File: src/lusr_pkg.sv
package lusr_pkg;

  // field widths
  localparam int unsigned QB_W   = 32;  // queue depth in bytes
  localparam int unsigned K_W    = 40;  // backpressure constant k
  localparam int unsigned Q88_W  = 16;  // unsigned Q8.8 values
  localparam int unsigned RATE_W = 34;  // send rate and rate cap
  localparam int unsigned CFG_W  = 40;  // widest register
  localparam int unsigned CIDX_W = 2;

  // derived datapath widths
  localparam int unsigned KP_W   = K_W + Q88_W;        // k*p
  localparam int unsigned T_W    = KP_W + Q88_W;       // k*p*a, scaled by 2^16
  localparam int unsigned QS_W   = QB_W + 19;          // bytes*8 scaled by 2^16
  localparam int unsigned DVS_W  = QB_W + Q88_W;       // a*bytes
  localparam int unsigned HI_W   = T_W - 45;           // dividend bits above the quotient
  localparam int unsigned DIV_STEPS = RATE_W;          // one quotient bit per step

  // register reset values
  localparam logic [K_W-1:0]    K_RST    = '0;
  localparam logic [Q88_W-1:0]  PRIO_RST = 16'd256;
  localparam logic [Q88_W-1:0]  GAIN_RST = 16'd256;
  localparam logic [RATE_W-1:0] MAX_RST  = 34'd1000000;

  // configuration register indexes
  typedef enum logic [CIDX_W-1:0] {
    CFG_K    = 2'd0,
    CFG_PRIO = 2'd1,
    CFG_GAIN = 2'd2,
    CFG_MAX  = 2'd3
  } cfg_idx_t;

  typedef struct packed {
    logic [QB_W-1:0] queue_bytes;
    logic            paused;
  } in_item_t;

  typedef struct packed {
    logic [RATE_W-1:0] tx_rate;
    logic              blocked;
  } out_item_t;

  // one item in the divider chain
  typedef struct packed {
    logic                 valid;
    logic                 off;
    logic                 blocked;
    logic                 use_max;
    logic [DVS_W-1:0]     rem;
    logic [DVS_W-1:0]     dvs;
    logic [RATE_W-1:0]    num;
    logic [RATE_W-1:0]    quo;
  } div_t;

endpackage

File: src/lusr_div_step.sv
module lusr_div_step (
  input  logic           clk,
  input  logic           rst,
  input  logic           en,
  input  lusr_pkg::div_t din,
  output lusr_pkg::div_t dout
);

  logic [lusr_pkg::DVS_W:0] rr;
  logic [lusr_pkg::DVS_W:0] sub;
  logic                     ge;

  // one restoring step: bring down the next dividend bit
  assign rr  = {din.rem, din.num[lusr_pkg::RATE_W-1]};
  assign sub = rr - {1'b0, din.dvs};
  assign ge  = rr >= {1'b0, din.dvs};

  always_ff @(posedge clk) begin
    if (rst) begin
      dout.valid <= 1'b0;
    end else if (en) begin
      dout.valid <= din.valid;
    end
  end

  always_ff @(posedge clk) begin
    if (en) begin
      dout.off     <= din.off;
      dout.blocked <= din.blocked;
      dout.use_max <= din.use_max;
      dout.dvs     <= din.dvs;
      dout.rem     <= ge ? sub[lusr_pkg::DVS_W-1:0] : rr[lusr_pkg::DVS_W-1:0];
      dout.num     <= {din.num[lusr_pkg::RATE_W-2:0], 1'b0};
      dout.quo     <= {din.quo[lusr_pkg::RATE_W-2:0], ge};
    end
  end

endmodule

File: config.mk
export PLATFORM = sky130hd
export DESIGN_NAME = lusr_div_step
export DESIGN_NICKNAME = d
export VERILOG_FILES = /design/src/lusr_pkg.sv /design/src/lusr_div_step.sv
export SDC_FILE = /design/constraint.sdc
export NUM_CORES = 1
export LEC_CHECK = 0
export BUFFER_PORTS_ARGS = -buffer_cell sky130_fd_sc_hd__buf_2
export CAP_MARGIN = 20
export CELL_PAD_IN_SITES_DETAIL_PLACEMENT = 0
export CELL_PAD_IN_SITES_GLOBAL_PLACEMENT = 1
export CORE_MARGIN = 3
export CORE_UTILIZATION = 41
export CTS_BUF_LIST = sky130_fd_sc_hd__clkbuf_16
export DETAILED_ROUTE_END_ITERATION = 10
export PLACE_DENSITY_LB_ADDON = 0.3
export SKIP_CTS_REPAIR_TIMING = 1
export SLEW_MARGIN = 20
export SYNTH_ARGS = -nofsm -noshare
export SYNTH_HDL_FRONTEND = slang
export SYNTH_SLANG_ARGS = --single-unit
File: constraint.sdc
create_clock -name clk -period 4.8 [get_ports clk]
set_input_delay 0.48 -clock clk [delete_from_list [all_inputs] [get_ports clk]]
set_output_delay 0.48 -clock clk [all_outputs]
set_load 0.05 [all_outputs]
==> flow_summary_export.csv <==
group,metric,value,unit
yosys,avgSynthCellArea,12.1,um2
detailed_routing,ant_nets,0,
finish,nets,1270,
grt,grt_max_degree,107,
floorplanning,row_count,52,
detailed_routing,num_vias,6716,
finish,largest_reg_flops,167,
setup_path,setup.worst_path.class,"input pin to flip-flop",
timing,slew_violations,0,
clock_network,clkSinkCount,167,
floorplanning,dieHeight,152,um
setup_path,path_cells,"buf_2, inv_1, ha_1, fa_1, nor2b_4, o31a_4, nor4_2, o31ai_4, a21oi_4, o31ai_1, a21oi_1, o31ai_1, xor2_1, mux2_2",
setup_path,cp-end-kind,"flip-flop",
yosys,synth_edf_count,166,
setup_path,critPathRequiredTime,4.98,ns
setup_path,startpoint_type,"input pin",
min_path,min-delay-path-class,"input pin to flip-flop",
floorplanning,start_util,0.423,
grt,grt.total_usage,0.202,
setup_path,worst_r2r_path_depth,2,
yosys,yosysTopAreaCell,"edfxtp_1",
yosys,synthDominantCellAreaShare,0.573,
setup_path,path_common_cell,"o31ai_1",
yosys,synth_cell_types,79,
timing,setup_viol,0,
floorplanning,design.core.area,20600,um2
min_path,holdPathEnd,"dout[167]",
detailed_routing,wirelength,24300,um
power_and_ir_drop,leakagePower,0.00499,uW
yosys,ys_seq_area_frac,0.575,
setup_path,r2r_setup_slack,4.17,ns
yosys,yosys_warnings,0,
finish,largest_register,"dout",
place,place_area,10600,um2
clock_network,cts_made_buffers,17,
setup_path,max_stage_delay,0.46,ns
power_and_ir_drop,irDropWorstVdd,0.225,mV
finish,most-common-layout-cells,"335 x buf_2, 166 x edfxtp_1, 81 x a21oi_1, 60 x inv_1, 59 x nor2_1",
timing,skew,0,ns
floorplanning,die-area,23000,um2
grt,grt_pass1_vias,6436,
clock_network,clk_latency,0.42,ns
yosys,syn_area,8700,um2
grt,grt_pass1_wl,35300,um
setup_path,r2r_start,"dout[167]",
place,dp_hpwl,19200,um
timing,setup_tns,0,ns
yosys,synthArstFlopShare,0,
finish,fin_area,11200,um2
detailed_routing,vias_per_cell,5.03,
place,io_buffers,336,
finish,drive_gt1_frac,0.387,
run_status,status,"completed",
power_and_ir_drop,p_total,4500,uW
floorplanning,die_w,152,um
finish,top_regs,"dout: 167 flops",
detailed_routing,drtIter0Drc,291,
finish,syn_to_final_growth,28.9,%
yosys,yosys-top-cells-area,"edfxtp_1 57%, ha_1 6.9%, a21oi_1 4.7%",
timing,timing.final.crit_period,3.43,ns
yosys,ys_dominant_reg_cell,"edfxtp_1",
setup_path,crit_slowest_cell,"fa_1",
clock_network,cts_tree,"built",
setup_path,critPathArrivalTime,3.62,ns
timing,max_slew.worst_pin.slew,0.996,ns
timing,min_period_over_period,0.716,
place,globalplace.congestion,0.875,
floorplanning,ioPinCount,339,
power_and_ir_drop,powerDensity,401,nW/um2
detailed_routing,first_pass_iters,4,
min_path,whs_path_depth,2,
timing,max-slew-margin-rel,0.336,
detailed_routing,wl_per_cell,18.2,um
clock_network,clk_path_buf_depth,2,
yosys,syn_nets,939,
finish,layout_commonest_cell,"buf_2",
run,cap_violations,0,
grt,grt_overflow,0,
grt,antenna_found_initial,4,
timing,clock.fmax,0.291,GHz
setup_path,r2r_end,"dout[167]",
clock_network,htreeDepth,4,
timing,rsz0062_at_grt,"false",
setup_path,critPathMaxFanout,6,
yosys,syn_inst,719,
timing,hold_violations,0,
detailed_routing,drc,0,
clock_network,cts-root-buf,"clkbuf_16",
yosys,ys_ff_latch,167,
min_path,hold_start,"rst",
clock_network,clk_pin_slew_worst_paths,0.07,ns
==> through the flow <==
| step | hold WS (ns) | setup slack (ns) | utilization | cells |
|---|---|---|---|---|
| floorplan | 0.552 | 1.50 | - | 719 |
| global placement | 0.472 | 0.883 | 0.517 | 1301 |
| detailed placement | 0.520 | 0.883 | 0.517 | 1301 |
| CTS | 0.196 | 1.32 | 0.546 | 1333 |
| global route | 0.188 | 1.20 | 0.546 | 1334 |
| finish | 0.214 | 1.37 | 0.546 | 1334 |
==> final cells by class <==
type	count	area (um2)
inverters	60	225
multi-input cells	464	3330
clock inverters	15	151
well taps	270	338
clock buffers	17	425
repair buffers	340	1740
flip-flops and latches	167	5000
fillers	1861	9340
diodes	1	2.50
==> report_power, final <==
group	switching [uW]	internal [uW]	leakage [uW]
Combinational	950	379	0.00307
Sequential	33.1	1790	0.00163
Clock	661	695	0.000284
==> synthesized netlist by cell type (2+ instances only) <==
master	count
o21bai_1	12
o31ai_1	5
nand2b_1	2
nand3_1	11
and4_1	3
nand4_1	12
nor3_1	12
o2111ai_1	2
o2111a_1	2
edfxtp_1	166
buf_4	6
inv_1	60
and3_1	5
ha_1	48
o21ai_0	23
buf_6	2
o21ai_1	3
and2_1	2
mux2_2	14
a21oi_1	81
a21boi_0	3
a211oi_1	4
nor4b_1	2
o21a_1	6
or4_1	2
a22oi_1	2
xnor2_1	26
o211ai_1	4
xor2_1	15
buf_2	6
nor2b_1	5
a31oi_1	2
a211o_1	2
o22ai_1	2
nor2_1	59
clkbuf_1	14
o31ai_4	2
nand2_1	32
a21o_1	20
==> metal layers <==
layer | track usage | share of wire | vias to the layer above
met2 | 0.348 | 0.50 | 217
met1 | 0.246 | 0.40 | 3124
met5 | 0 | 0.0018 | -
met3 | 0.0648 | 0.086 | 24
met4 | 0.0476 | 0.012 | 6
li1 | - | - | 3345
==> cell families (layout without fill, tap and decap cells) <==
| group | after synthesis | after routing | share of synthesized area |
|---|---|---|---|
| AOI/OAI and AO/OA | 196 | 196 | 0.154 |
| xor gates and xnor gates | 41 | 41 | 0.0413 |
| adders and majority gates | 49 | 49 | 0.0713 |
| buffers and inverters | 88 | 432 | 0.0431 |
| DFF | 167 | 167 | 0.575 |
| muxes | 16 | 16 | 0.0210 |
| other | 1 | 2 | 0.000431 |
| and+or+nand+nor | 161 | 161 | 0.0932 |
==> worst max-delay path: cells and delay by family <==
kind,cells,cell delay (ns)
XOR/XNOR,1,0.12
multiplexers,1,0.27
buffers and inverters,2,0.13
adder cells (fa/ha/maj),2,0.70
AO/OA/AOI/OAI,6,1.71
AND/OR/NAND/NOR,2,0.20
==> worst max path at each step <==
| stage | start | end | slack, ns | cells past startpoint |
|---|---|---|---|---|
| 6_report | din[67] | dout[160] | 1.37 | 14 |
| 5_1_grt | din[67] | dout[160] | 1.20 | 14 |
| 4_1_cts | din[67] | dout[160] | 1.32 | 14 |
| 3_5_place_dp | din[67] | dout[160] | 0.88 | 14 |
| 3_3_place_gp | din[67] | dout[160] | 0.88 | 14 |
| 2_1_floorplan | din[67] | dout[162] | 1.50 | 13 |
Power figures use the tool's default switching activity.
