==> src/lusr_pkg.sv <==
package lusr_pkg;

  // field widths
  localparam int unsigned QB_W   = 32;  // queue depth in bytes
  localparam int unsigned K_W    = 40;  // backpressure constant k
  localparam int unsigned Q88_W  = 16;  // unsigned Q8.8 values
  localparam int unsigned RATE_W = 34;  // send rate and rate cap
  localparam int unsigned CFG_W  = 40;  // widest register
  localparam int unsigned CIDX_W = 2;

  // derived datapath widths
  localparam int unsigned KP_W   = K_W + Q88_W;        // k*p
  localparam int unsigned T_W    = KP_W + Q88_W;       // k*p*a, scaled by 2^16
  localparam int unsigned QS_W   = QB_W + 19;          // bytes*8 scaled by 2^16
  localparam int unsigned DVS_W  = QB_W + Q88_W;       // a*bytes
  localparam int unsigned HI_W   = T_W - 45;           // dividend bits above the quotient
  localparam int unsigned DIV_STEPS = RATE_W;          // one quotient bit per step

  // register reset values
  localparam logic [K_W-1:0]    K_RST    = '0;
  localparam logic [Q88_W-1:0]  PRIO_RST = 16'd256;
  localparam logic [Q88_W-1:0]  GAIN_RST = 16'd256;
  localparam logic [RATE_W-1:0] MAX_RST  = 34'd1000000;

  // configuration register indexes
  typedef enum logic [CIDX_W-1:0] {
    CFG_K    = 2'd0,
    CFG_PRIO = 2'd1,
    CFG_GAIN = 2'd2,
    CFG_MAX  = 2'd3
  } cfg_idx_t;

  typedef struct packed {
    logic [QB_W-1:0] queue_bytes;
    logic            paused;
  } in_item_t;

  typedef struct packed {
    logic [RATE_W-1:0] tx_rate;
    logic              blocked;
  } out_item_t;

  // one item in the divider chain
  typedef struct packed {
    logic                 valid;
    logic                 off;
    logic                 blocked;
    logic                 use_max;
    logic [DVS_W-1:0]     rem;
    logic [DVS_W-1:0]     dvs;
    logic [RATE_W-1:0]    num;
    logic [RATE_W-1:0]    quo;
  } div_t;

endpackage

==> src/lusr_outbuf.sv <==
module lusr_outbuf (
  input  logic                        clk,
  input  logic                        rst,
  input  lusr_pkg::div_t              din,
  input  logic [lusr_pkg::RATE_W-1:0] max_rate,
  input  logic                        out_ready,
  output logic                        out_valid,
  output lusr_pkg::out_item_t         out_item,
  output logic                        skid_valid
);

  lusr_pkg::out_item_t new_item;
  lusr_pkg::out_item_t skid_item;
  logic                take;
  logic                load;

  // final rate: flow off or blocked gives 0, otherwise quotient under the cap
  always_comb begin
    new_item.blocked = din.blocked;
    if (din.off || din.blocked) begin
      new_item.tx_rate = '0;
    end else if (din.use_max || (din.quo >= max_rate)) begin
      new_item.tx_rate = max_rate;
    end else begin
      new_item.tx_rate = din.quo;
    end
  end

  // the chain only moves while the skid slot is empty
  assign take = din.valid & ~skid_valid;
  assign load = ~out_valid | out_ready;

  always_ff @(posedge clk) begin
    if (rst) begin
      out_valid  <= 1'b0;
      skid_valid <= 1'b0;
    end else if (load) begin
      out_valid  <= skid_valid | take;
      skid_valid <= 1'b0;
    end else if (take) begin
      skid_valid <= 1'b1;
    end
  end

  always_ff @(posedge clk) begin
    if (load) begin
      out_item <= skid_valid ? skid_item : new_item;
    end else if (take) begin
      skid_item <= new_item;
    end
  end

endmodule

==> config.mk <==
export PLATFORM = sky130hd
export DESIGN_NAME = lusr_outbuf
export DESIGN_NICKNAME = d
export VERILOG_FILES = /design/src/lusr_pkg.sv /design/src/lusr_outbuf.sv
export SDC_FILE = /design/constraint.sdc
export NUM_CORES = 1
export LEC_CHECK = 0
export ABC_CLOCK_PERIOD_IN_PS = 8100
export BUFFER_PORTS_ARGS = -buffer_cell sky130_fd_sc_hd__buf_2
export CAP_MARGIN = 30
export CORE_MARGIN = 2
export CORE_UTILIZATION = 51
export DETAILED_ROUTE_END_ITERATION = 10
export GPL_TIMING_DRIVEN = 0
export PLACE_DENSITY = 0.87
export SLEW_MARGIN = 20
export SYNTH_ARGS = -nofsm -noshare
export SYNTH_HDL_FRONTEND = slang
export SYNTH_SLANG_ARGS = --single-unit
==> constraint.sdc <==
create_clock -name clk -period 8.1 [get_ports clk]
set_input_delay 0.81 -clock clk [delete_from_list [all_inputs] [get_ports clk]]
set_output_delay 0.81 -clock clk [all_outputs]
set_load 0.005 [all_outputs]
==> flow_summary.json, run 1 <==
{
  "status": "finished, final reports clean",
  "path_max_fanout": 10,
  "start_kind": "input port",
  "first_global_vias": 4959,
  "cts.clk_slew.worst_paths_ps": 80,
  "synth_top_area_share_pct": 41.2,
  "finalSetupViolations": 0,
  "worst_slew_pin_slew_ps": 797,
  "rr_startpoint": "skid_valid$_SDFFE_PP0P_",
  "avgRoutedWirePerCell_um": 20.1,
  "fin_skew_ps": 9.93,
  "setup_tns_ps": 0,
  "required_ps": 8310,
  "numCtsBuffers": 9,
  "num_rows": 36,
  "min_from": "skid_item[0]$_DFFE_PP_",
  "drtAntennaViolNets": 0,
  "vias_per_cell": 6.68,
  "synth.avg_cell_area_sq_um": 10.2,
  "port_buffers": 111,
  "area_growth_pct": 20.4,
  "end_kind": "flip-flop",
  "gp_congestion": 0.925,
  "nFillCells": 838,
  "cts_setup_buffers": 0,
  "crit_family": "simple AND/OR/NAND/NOR gates",
  "hpwlAfterDp_um": 11100,
  "die_h_um": 104,
  "critPathMaxStageDelay_ps": 620,
  "crit_type": "in -> reg",
  "top_layer": "met4",
  "wl_met2_um": 6940,
  "die_w_um": 104,
  "drcViolationCount": 0,
  "min_to": "out_item[0]$_DFFE_PP_",
  "grt_util_all_layers_pct": 28.2,
  "synthFlopType": "edfxtp_1",
  "worst_path_max_delay_cell": "or4_4",
  "cpMostUsedCell": "buf_2",
  "r2r_end": "skid_item[17]$_DFFE_PP_",
  "syn_inst": 500,
  "min_period_ps": 3320,
  "grt_max_degree": 21,
  "drive_gt1_share_pct": 24.0,
  "cp.arrival_ps": 3540,
  "cts_root_buf": "clkbuf_8",
  "route.met3.wl_um": 2010,
  "hold_path.class": "reg -> reg",
  "synth_edf_count": 70,
  "fp.coreArea_sq_um": 9730,
  "die-area_sq_um": 10800,
  "final-max-slew-violation-count": 0,
  "worst-r2r-cell-count": 5,
  "slew_headroom_pct": 46.3,
  "crit_path_cell_trace": "buf_2 -> inv_1 -> ha_1 -> nand4_1 -> or4_4 -> a21oi_1 -> and2_1 -> buf_2 -> clkbuf_1 -> a32o_1 -> a311o_1",
  "clockBufferDepth": 2,
  "ys_async_sr_fraction_pct": 0,
  "r2r_slack_ps": 5610,
  "synth_warnings": 0,
  "yosysUniqueCellTypes": 37,
  "vdd_drop_max_mv": 0.100,
  "cts_hold_buffers": 0,
  "synth.most_common_cell": "edfxtp_1",
  "finalCritPeriodShare_pct": 41.0,
  "drt_iter0_markers": 488,
  "whs_ps": 568,
  "start_util_pct": 52.4,
  "via_count": 5097,
  "insertion_delay_ps": 360,
  "nets": 865,
  "grt_pass1_wl_um": 24700,
  "wl_met1_um": 6060,
  "rsz0062_at_grt": "no",
  "yosysTopAreaCell": "edfxtp_1",
  "hold_viol_final": 0,
  "antenna_found_initial": 0,
  "finalWirelength_um": 15300,
  "drtPass1Iterations": 5,
  "synth_commonest_cells": "70 x edfxtp_1, 44 x nand2_1, 41 x nand4_1",
  "drv_cap": 0,
  "antenna_cells": 0,
  "tritoncts": "yes",
  "cts.htree.levels": 3,
  "p_leak_nw": 2.48,
  "crit_buf_inv": 4,
  "fmax_mhz": 301,
  "ys_seq_elements": 72,
  "io_pins": 242,
  "cts.sinks": 72,
  "ys_seq_area_share_pct": 42.0,
  "synth_area_leaders": "edfxtp_1 41%, ha_1 8.3%, a311o_1 6.5%, a32o_1 6.5%, nand4_1 5.0%",
  "power_density_nw_per_um2": 164,
  "grt_overflow_total": 0,
  "syn-cell-area_sq_um": 5100,
  "cts_resized": 0,
  "syn_nets": 739,
  "whs_path_depth": 1
}
## area by class of cell
| cell class | count | area [sq um] | area share [%] |
|---|---|---|---|
| clock buffers | 9 | 124 | 2.02 |
| clock inverters | 6 | 133 | 2.16 |
| plain buffers | 57 | 274 | 4.46 |
| flip-flops and latches | 72 | 2140 | 34.9 |
| inverters | 34 | 128 | 2.08 |
| multi-input cells | 337 | 2560 | 41.8 |
| repair buffers | 115 | 609 | 9.92 |
| well taps | 133 | 166 | 2.71 |
## placed cells by master (no fill, tap or decap), types with 2 or more instances in the layout
master,netlist,final
buf_2,9,120
edfxtp_1,70,70
nand2_1,44,44
nand4_1,41,41
clkbuf_1,40,40
inv_1,34,34
o31ai_1,34,34
ha_1,34,34
nor4_1,33,33
a32o_1,33,33
a311o_1,33,33
a21boi_1,19,19
a21oi_1,16,16
a21boi_0,15,15
clkbuf_8,0,9
buf_6,6,7
nand3_1,4,4
nor2_1,4,4
bufinv_16,0,4
o21ai_0,3,3
nor3_1,3,3
o21a_1,3,3
buf_4,1,3
a211oi_1,2,2
nand2b_1,3,2
o211ai_1,2,2
dfxtp_1,2,2
## kinds of logic after synthesis
family | share of synthesized area, %
mux | 0.221
fa+ha+maj | 8.34
compound gates | 26.7
simple gates | 14.8
flops | 42.0
buf+inv | 7.88
## sequential cells by signal, summed over array words and instances, names as in the netlist
register,flops
out_item,35
skid_item,35
out_valid,1
skid_valid,1
## layer usage
layer	up-vias	global-route usage (%)
li1	2292	-
met1	2382	36.4
met2	385	44.8
met3	38	7.58
met4	0	11.9
met5	-	0
## worst max-delay path by stage
| stage | startpoint | endpoint | cells after the start |
|---|---|---|---|
| 6_report | max_rate[32] | out_item[24]$_DFFE_PP_ | 11 |
| 5_1_grt | max_rate[32] | out_item[24]$_DFFE_PP_ | 11 |
| 4_1_cts | max_rate[32] | out_item[24]$_DFFE_PP_ | 11 |
| 3_5_place_dp | max_rate[32] | out_item[4]$_DFFE_PP_ | 11 |
| 3_3_place_gp | out_ready | skid_item[15]$_DFFE_PP_ | 3 |
| 2_1_floorplan | out_ready | skid_item[0]$_DFFE_PP_ | 2 |
## worst register-to-register path, cell delays in order, from the launching register on
cell and delay (ps):
dfxtp_1 340, clkbuf_1 350, buf_1 360, nor3b_2 660
buf_6 260, buf_4 220
## power by group
group / internal [W] / switching, W
sequential: 0.000434 / 0.00000564
combinational: 0.0000761 / 0.000112
clock: 0.000234 / 0.000143
total: 0.000744 / 0.000261
## stage by stage
stage,setup slack (ps),total power [W],instances,util (%),instance area [sq um]
6_report,4780,0.00100,763,63.1,6140
5_1_grt,4620,0.00104,763,63.1,6140
4_1_cts,4770,0.00100,763,63.1,6140
3_5_place_dp,4390,0.000631,748,60.5,5880
3_3_place_gp,1380,0.000622,744,59.8,5820
2_1_floorplan,3220,0.000549,500,-,5100
Power figures use the tool's default switching activity.
==> inputs of run 2 (changes only) <==
--- a/config.mk
+++ b/config.mk
@@ -5,14 +5,14 @@
 export SDC_FILE = /design/constraint.sdc
 export NUM_CORES = 1
 export LEC_CHECK = 0
-export ABC_CLOCK_PERIOD_IN_PS = 8100
+export ABC_CLOCK_PERIOD_IN_PS = 2900
 export BUFFER_PORTS_ARGS = -buffer_cell sky130_fd_sc_hd__buf_2
 export CAP_MARGIN = 30
 export CORE_MARGIN = 2
-export CORE_UTILIZATION = 51
+export CORE_UTILIZATION = 43
 export DETAILED_ROUTE_END_ITERATION = 10
 export GPL_TIMING_DRIVEN = 0
-export PLACE_DENSITY = 0.87
+export PLACE_DENSITY = 0.78
 export SLEW_MARGIN = 20
 export SYNTH_ARGS = -nofsm -noshare
 export SYNTH_HDL_FRONTEND = slang
==> constraint.sdc (replaced) <==
create_clock -name clk -period 2.9 [get_ports clk]
set_input_delay 0.29 -clock clk [delete_from_list [all_inputs] [get_ports clk]]
set_output_delay 0.29 -clock clk [all_outputs]
set_load 0.005 [all_outputs]
==> flow_summary.json, run 2 (synthesis gave the netlist of run 1 again) <==
{
  "io_pins": 242,
  "cts.sinks": 72,
  "drtAntennaViolNets": 0,
  "cts_setup_buffers": 0,
  "finalSetupViolations": 0,
  "drive_gt1_share_pct": 24.6,
  "r2r_end": "out_item[7]$_DFFE_PP_",
  "worst_slew_pin_slew_ps": 711,
  "final_common_cell": "buf_2",
  "status": "finished with violations",
  "failed_checks": "DRC",
  "hpwlAfterDp_um": 11500,
  "hold_viol_final": 0,
  "rr_startpoint": "skid_valid$_SDFFE_PP0P_",
  "p_leak_nw": 2.52,
  "worst_path_max_delay_cell": "a211oi_1",
  "tritoncts": "yes",
  "fin_skew_ps": 7.96,
  "start_kind": "input port",
  "first_global_vias": 5124,
  "vdd_drop_max_mv": 0.281,
  "layout_common_cells": "116 x buf_2, 70 x edfxtp_1, 44 x nand2_1",
  "place_area_sq_um": 5900,
  "crit_path_cell_trace": "buf_2 -> inv_1 -> ha_1 -> a21oi_1 -> nand2_1 -> a211oi_1 -> and3_1 -> clkbuf_1 -> nand2_1 -> buf_2 -> a311o_1",
  "cts.clk_slew.worst_paths_ps": 60,
  "avgRoutedWirePerCell_um": 20.6,
  "antenna_found_initial": 1,
  "port_buffers": 111,
  "path_max_fanout": 10,
  "fp.coreArea_sq_um": 11500,
  "vias_per_cell": 6.50,
  "power_density_nw_per_um2": 471,
  "num_rows": 39,
  "required_ps": 2980,
  "drtPass1Iterations": 8,
  "gp_congestion": 0.882,
  "crit_path_end": "out_item[5]$_DFFE_PP_",
  "grt_util_all_layers_pct": 24.9,
  "numCtsBuffers": 9,
  "clockBufferDepth": 2,
  "die-area_sq_um": 12700,
  "grt_overflow_total": 0,
  "finalCritPeriodShare_pct": 95.1,
  "final-instance-count-excl-fill": 773,
  "r2r_slack_ps": 360,
  "crit_type": "in -> reg",
  "grt_pass1_wl_um": 25500,
  "drt_iter0_markers": 512,
  "antenna_cells": 0,
  "min_period_ps": 2760,
  "nets": 864,
  "power_w": 0.00294,
  "die_h_um": 113,
  "cp.arrival_ps": 2840,
  "start_util_pct": 44.3,
  "area_growth_pct": 22.4,
  "critPathMaxStageDelay_ps": 360,
  "hold_path.class": "in -> reg",
  "via_count": 5021,
  "cts_root_buf": "clkbuf_16",
  "final-max-slew-violation-count": 0,
  "drcViolationCount": 10,
  "setup_tns_ps": 0,
  "end_kind": "flip-flop",
  "insertion_delay_ps": 340,
  "dp_cells": 757,
  "cp-startpoint": "max_rate[32]",
  "grt_max_degree": 21,
  "slew_headroom_pct": 52.6,
  "rsz0062_at_grt": "no",
  "finalWirelength_um": 15900,
  "cts.htree.levels": 3,
  "fmax_mhz": 362,
  "drv_cap": 0,
  "stdcell_area_sq_um": 6240,
  "die_w_um": 113,
  "reg.largest.list": "out_item x35, skid_item x35",
  "worst-r2r-cell-count": 6
}
==> run 2: changes by cell type in the layout (fill, tap and decap cells not counted), sizes merged <==
cell,delta
bufinv,-2
clkbuf,+2
buf,-3
clkinv,+3
==> run 2: through the flow <==
step	worst slack, ps	utilization [%]	hold slack, ps
CTS	78.2	54.0	117
global placement	-713	50.8	461
detailed placement	-266	51.2	468
finish	141	54.2	119
global route	8.76	54.2	124
floorplan	241	-	359
==> run 2: final cells by class <==
type | instances | area [sq um]
multi-input cells | 337 | 2580
well taps | 143 | 179
clock buffers | 9 | 225
flip-flops and latches | 72 | 2140
repair buffers | 114 | 609
fillers | 1005 | 5280
inverters | 34 | 128
plain buffers | 57 | 290
clock inverters | 7 | 86.3
==> run 2: timing repair <==
item                                    CTS  global route
gates resized for setup                   0            17
endpoints found under the setup margin    0            51
hold buffers                              0             0
==> run 2: worst min-delay path by stage <==
| stage | start | to | slack, ps | cells after the start |
|---|---|---|---|---|
| final | rst | out_valid$_SDFFE_PP0P_ | 120 | 2 |
| after global routing | rst | out_valid$_SDFFE_PP0P_ | 120 | 2 |
| after CTS | rst | out_valid$_SDFFE_PP0P_ | 120 | 2 |
| after detailed placement | rst | out_valid$_SDFFE_PP0P_ | 470 | 2 |
| after global placement | rst | out_valid$_SDFFE_PP0P_ | 460 | 2 |
| after floorplan | rst | out_valid$_SDFFE_PP0P_ | 360 | 1 |
==> run 2: critical path: cells and delay by family <==
family | cells | cell delay [ps]
AO/OA/AOI/OAI | 3 | 880
buffers and inverters | 4 | 820
AND/OR/NAND/NOR | 3 | 540
adder cells (fa/ha/maj) | 1 | 310
==> run 2: power breakdown <==
group          switching [W]  leakage, nW  total, W  internal (W)
Combinational       0.000315         1.65  0.000529      0.000214
Clock               0.000435        0.154   0.00118      0.000745
Sequential         0.0000164        0.721   0.00123       0.00121
Total               0.000767         2.52   0.00294       0.00217
==> run 2: routing by layer <==
layer | routed length (um) | GRT usage [%] | share of wire, %
met1 | 6580 | 34.2 | 41
met2 | 7150 | 38.9 | 45
met3 | 1970 | 6.00 | 12
met5 | 13 | 0 | 0.082
met4 | 201 | 7.97 | 1.3
==> inputs of run 3 (changes only) <==
--- a/config.mk
+++ b/config.mk
@@ -5,14 +5,13 @@
 export SDC_FILE = /design/constraint.sdc
 export NUM_CORES = 1
 export LEC_CHECK = 0
-export ABC_CLOCK_PERIOD_IN_PS = 2900
+export ABC_CLOCK_PERIOD_IN_PS = 3100
 export BUFFER_PORTS_ARGS = -buffer_cell sky130_fd_sc_hd__buf_2
 export CAP_MARGIN = 30
 export CORE_MARGIN = 2
-export CORE_UTILIZATION = 43
+export CORE_UTILIZATION = 48
 export DETAILED_ROUTE_END_ITERATION = 10
-export GPL_TIMING_DRIVEN = 0
-export PLACE_DENSITY = 0.78
+export PLACE_DENSITY = 0.82
 export SLEW_MARGIN = 20
 export SYNTH_ARGS = -nofsm -noshare
 export SYNTH_HDL_FRONTEND = slang
==> constraint.sdc (replaced) <==
create_clock -name clk -period 3.1 [get_ports clk]
set_input_delay 0.155 -clock clk [delete_from_list [all_inputs] [get_ports clk]]
set_output_delay 0.155 -clock clk [all_outputs]
set_load 0.005 [all_outputs]
==> flow_summary.json, run 3 (synthesis gave the netlist of run 1 again) <==
{
  "stdcell_area_sq_um": 6010,
  "min_period_ps": 2620,
  "min_from": "din[165]",
  "port_buffers": 111,
  "nets": 829,
  "cts.sinks": 72,
  "drcViolationCount": 0,
  "vdd_drop_max_mv": 0.206,
  "die_h_um": 107,
  "numCtsBuffers": 9,
  "vias_per_cell": 6.59,
  "gp_congestion": 0.830,
  "rsz0062_at_grt": "no",
  "finalWirelength_um": 14200,
  "start_kind": "input port",
  "worst_slew_pin_slew_ps": 560,
  "hold_path.class": "in -> reg",
  "grt_pass1_wl_um": 22500,
  "grt_overflow_total": 0,
  "path_max_fanout": 36,
  "drv_cap": 0,
  "r2r_end": "out_item[34]$_DFFE_PP_",
  "final-max-slew-violation-count": 0,
  "whs_path_depth": 1,
  "finalSetupViolations": 0,
  "num_rows": 37,
  "min_to": "skid_item[0]$_DFFE_PP_",
  "start_util_pct": 49.4,
  "clockBufferDepth": 2,
  "worst-r2r-cell-count": 5,
  "hpwlAfterDp_um": 9220,
  "via_count": 4814,
  "die_w_um": 107,
  "insertion_delay_ps": 350,
  "cts_root_buf": "clkbuf_8",
  "p_leak_nw": 2.44,
  "status": "finished, final reports clean",
  "antenna_cells": 0,
  "nFillCells": 885,
  "setup_tns_ps": 0,
  "place_area_sq_um": 5810,
  "first_global_vias": 4474,
  "fin_skew_ps": 9.31,
  "fp.coreArea_sq_um": 10300,
  "io_pins": 242,
  "reg.largest.list": "out_item x35, skid_item x35",
  "cts_resized": 0,
  "rr_startpoint": "skid_valid$_SDFFE_PP0P_",
  "power_w": 0.00239,
  "fmax_mhz": 382,
  "avgRoutedWirePerCell_um": 19.4,
  "grt_max_degree": 65,
  "drtAntennaViolNets": 0,
  "antenna_found_initial": 2,
  "r2r_slack_ps": 1310,
  "finalCritPeriodShare_pct": 84.4,
  "cts.htree.levels": 3,
  "grt_util_all_layers_pct": 24.6,
  "cp.arrival_ps": 2710,
  "hold_viol_final": 0,
  "final_common_cell": "buf_2",
  "drt_iter0_markers": 448,
  "power_density_nw_per_um2": 398,
  "area_growth_pct": 17.9,
  "layout_common_cells": "111 x buf_2, 70 x edfxtp_1, 44 x nand2_1",
  "slew_headroom_pct": 62.7,
  "tritoncts": "yes",
  "drtPass1Iterations": 5,
  "cts.clk_slew.worst_paths_ps": 80,
  "required_ps": 3190,
  "crit_type": "in -> reg",
  "whs_ps": 46.6,
  "die-area_sq_um": 11500,
  "end_kind": "flip-flop",
  "drive_gt1_share_pct": 26.7
}
-- run 3: changes by cell type in the layout (fill, tap and decap cells not counted), moves of 2 or more --
cell       delta
buf_6         -7
buf_4        +18
clkbuf_16     -9
clkinv_1      -2
clkbuf_4      -2
buf_12        +3
buf_2         -5
clkbuf_1     -32
clkbuf_2      -5
clkbuf_8     +10
-- run 3: cell type report --
type	count	area [sq um]	share of cell area, %
Clock buffer	13	149	2.48
Clock inverter	3	42.5	0.708
Inverter	34	128	2.12
Multi-Input combinational cell	337	2600	43.2
Sequential cell	72	2140	35.6
Tap cell	136	170	2.83
Timing Repair Buffer	136	783	13.0
-- run 3: worst max-delay path, stage by stage --
cell     delay [ps]
buf_2           120
inv_1            50
ha_1            300
nand4_1         160
or4_4           600
nor4_4          390
o41a_2          260
buf_12          220
nor4_1           80
a311o_1         350
-- run 3: layer usage --
layer / share of wire, % / wire [um] / vias to the layer above / GRT usage [%]
met2: 45 / 6410 / 247 / 38.5
met5: 0.19 / 27 / - / 0
met3: 9.0 / 1270 / 30 / 4.56
met4: 1.7 / 239 / 4 / 7.70
li1: - / - / 2221 / -
met1: 44 / 6210 / 2312 / 34.5
-- run 3: per-stage QoR --
step	utilization [%]	setup slack, ps	instances
5_1_grt	58.2	325	731
3_3_place_gp	56.3	122	714
2_1_floorplan	-	473	500
3_5_place_dp	56.3	115	714
4_1_cts	58.2	497	731
6_report	58.2	483	731
-- run 3: how the worst max path moves through the flow --
stage	cells past startpoint	endpoint	startpoint
2_1_floorplan	2	skid_item[0]$_DFFE_PP_	out_valid$_SDFFE_PP0P_
3_5_place_dp	10	out_item[27]$_DFFE_PP_	max_rate[32]
6_report	10	out_item[14]$_DFFE_PP_	max_rate[32]
3_3_place_gp	10	out_item[27]$_DFFE_PP_	max_rate[32]
5_1_grt	10	out_item[29]$_DFFE_PP_	max_rate[32]
4_1_cts	10	out_item[28]$_DFFE_PP_	max_rate[32]
-- run 3: what timing repair did --
item                                   4_1_cts  5_1_grt
buffers inserted                             0        0
hold buffers                                 1        0
endpoints found under the hold margin        2        0
-- run 3: power by group --
group | internal [W] | total, W | switching [W]
clock | 0.000394 | 0.000767 | 0.000373
sequential | 0.00113 | 0.00115 | 0.0000162
combinational | 0.000199 | 0.000473 | 0.000274
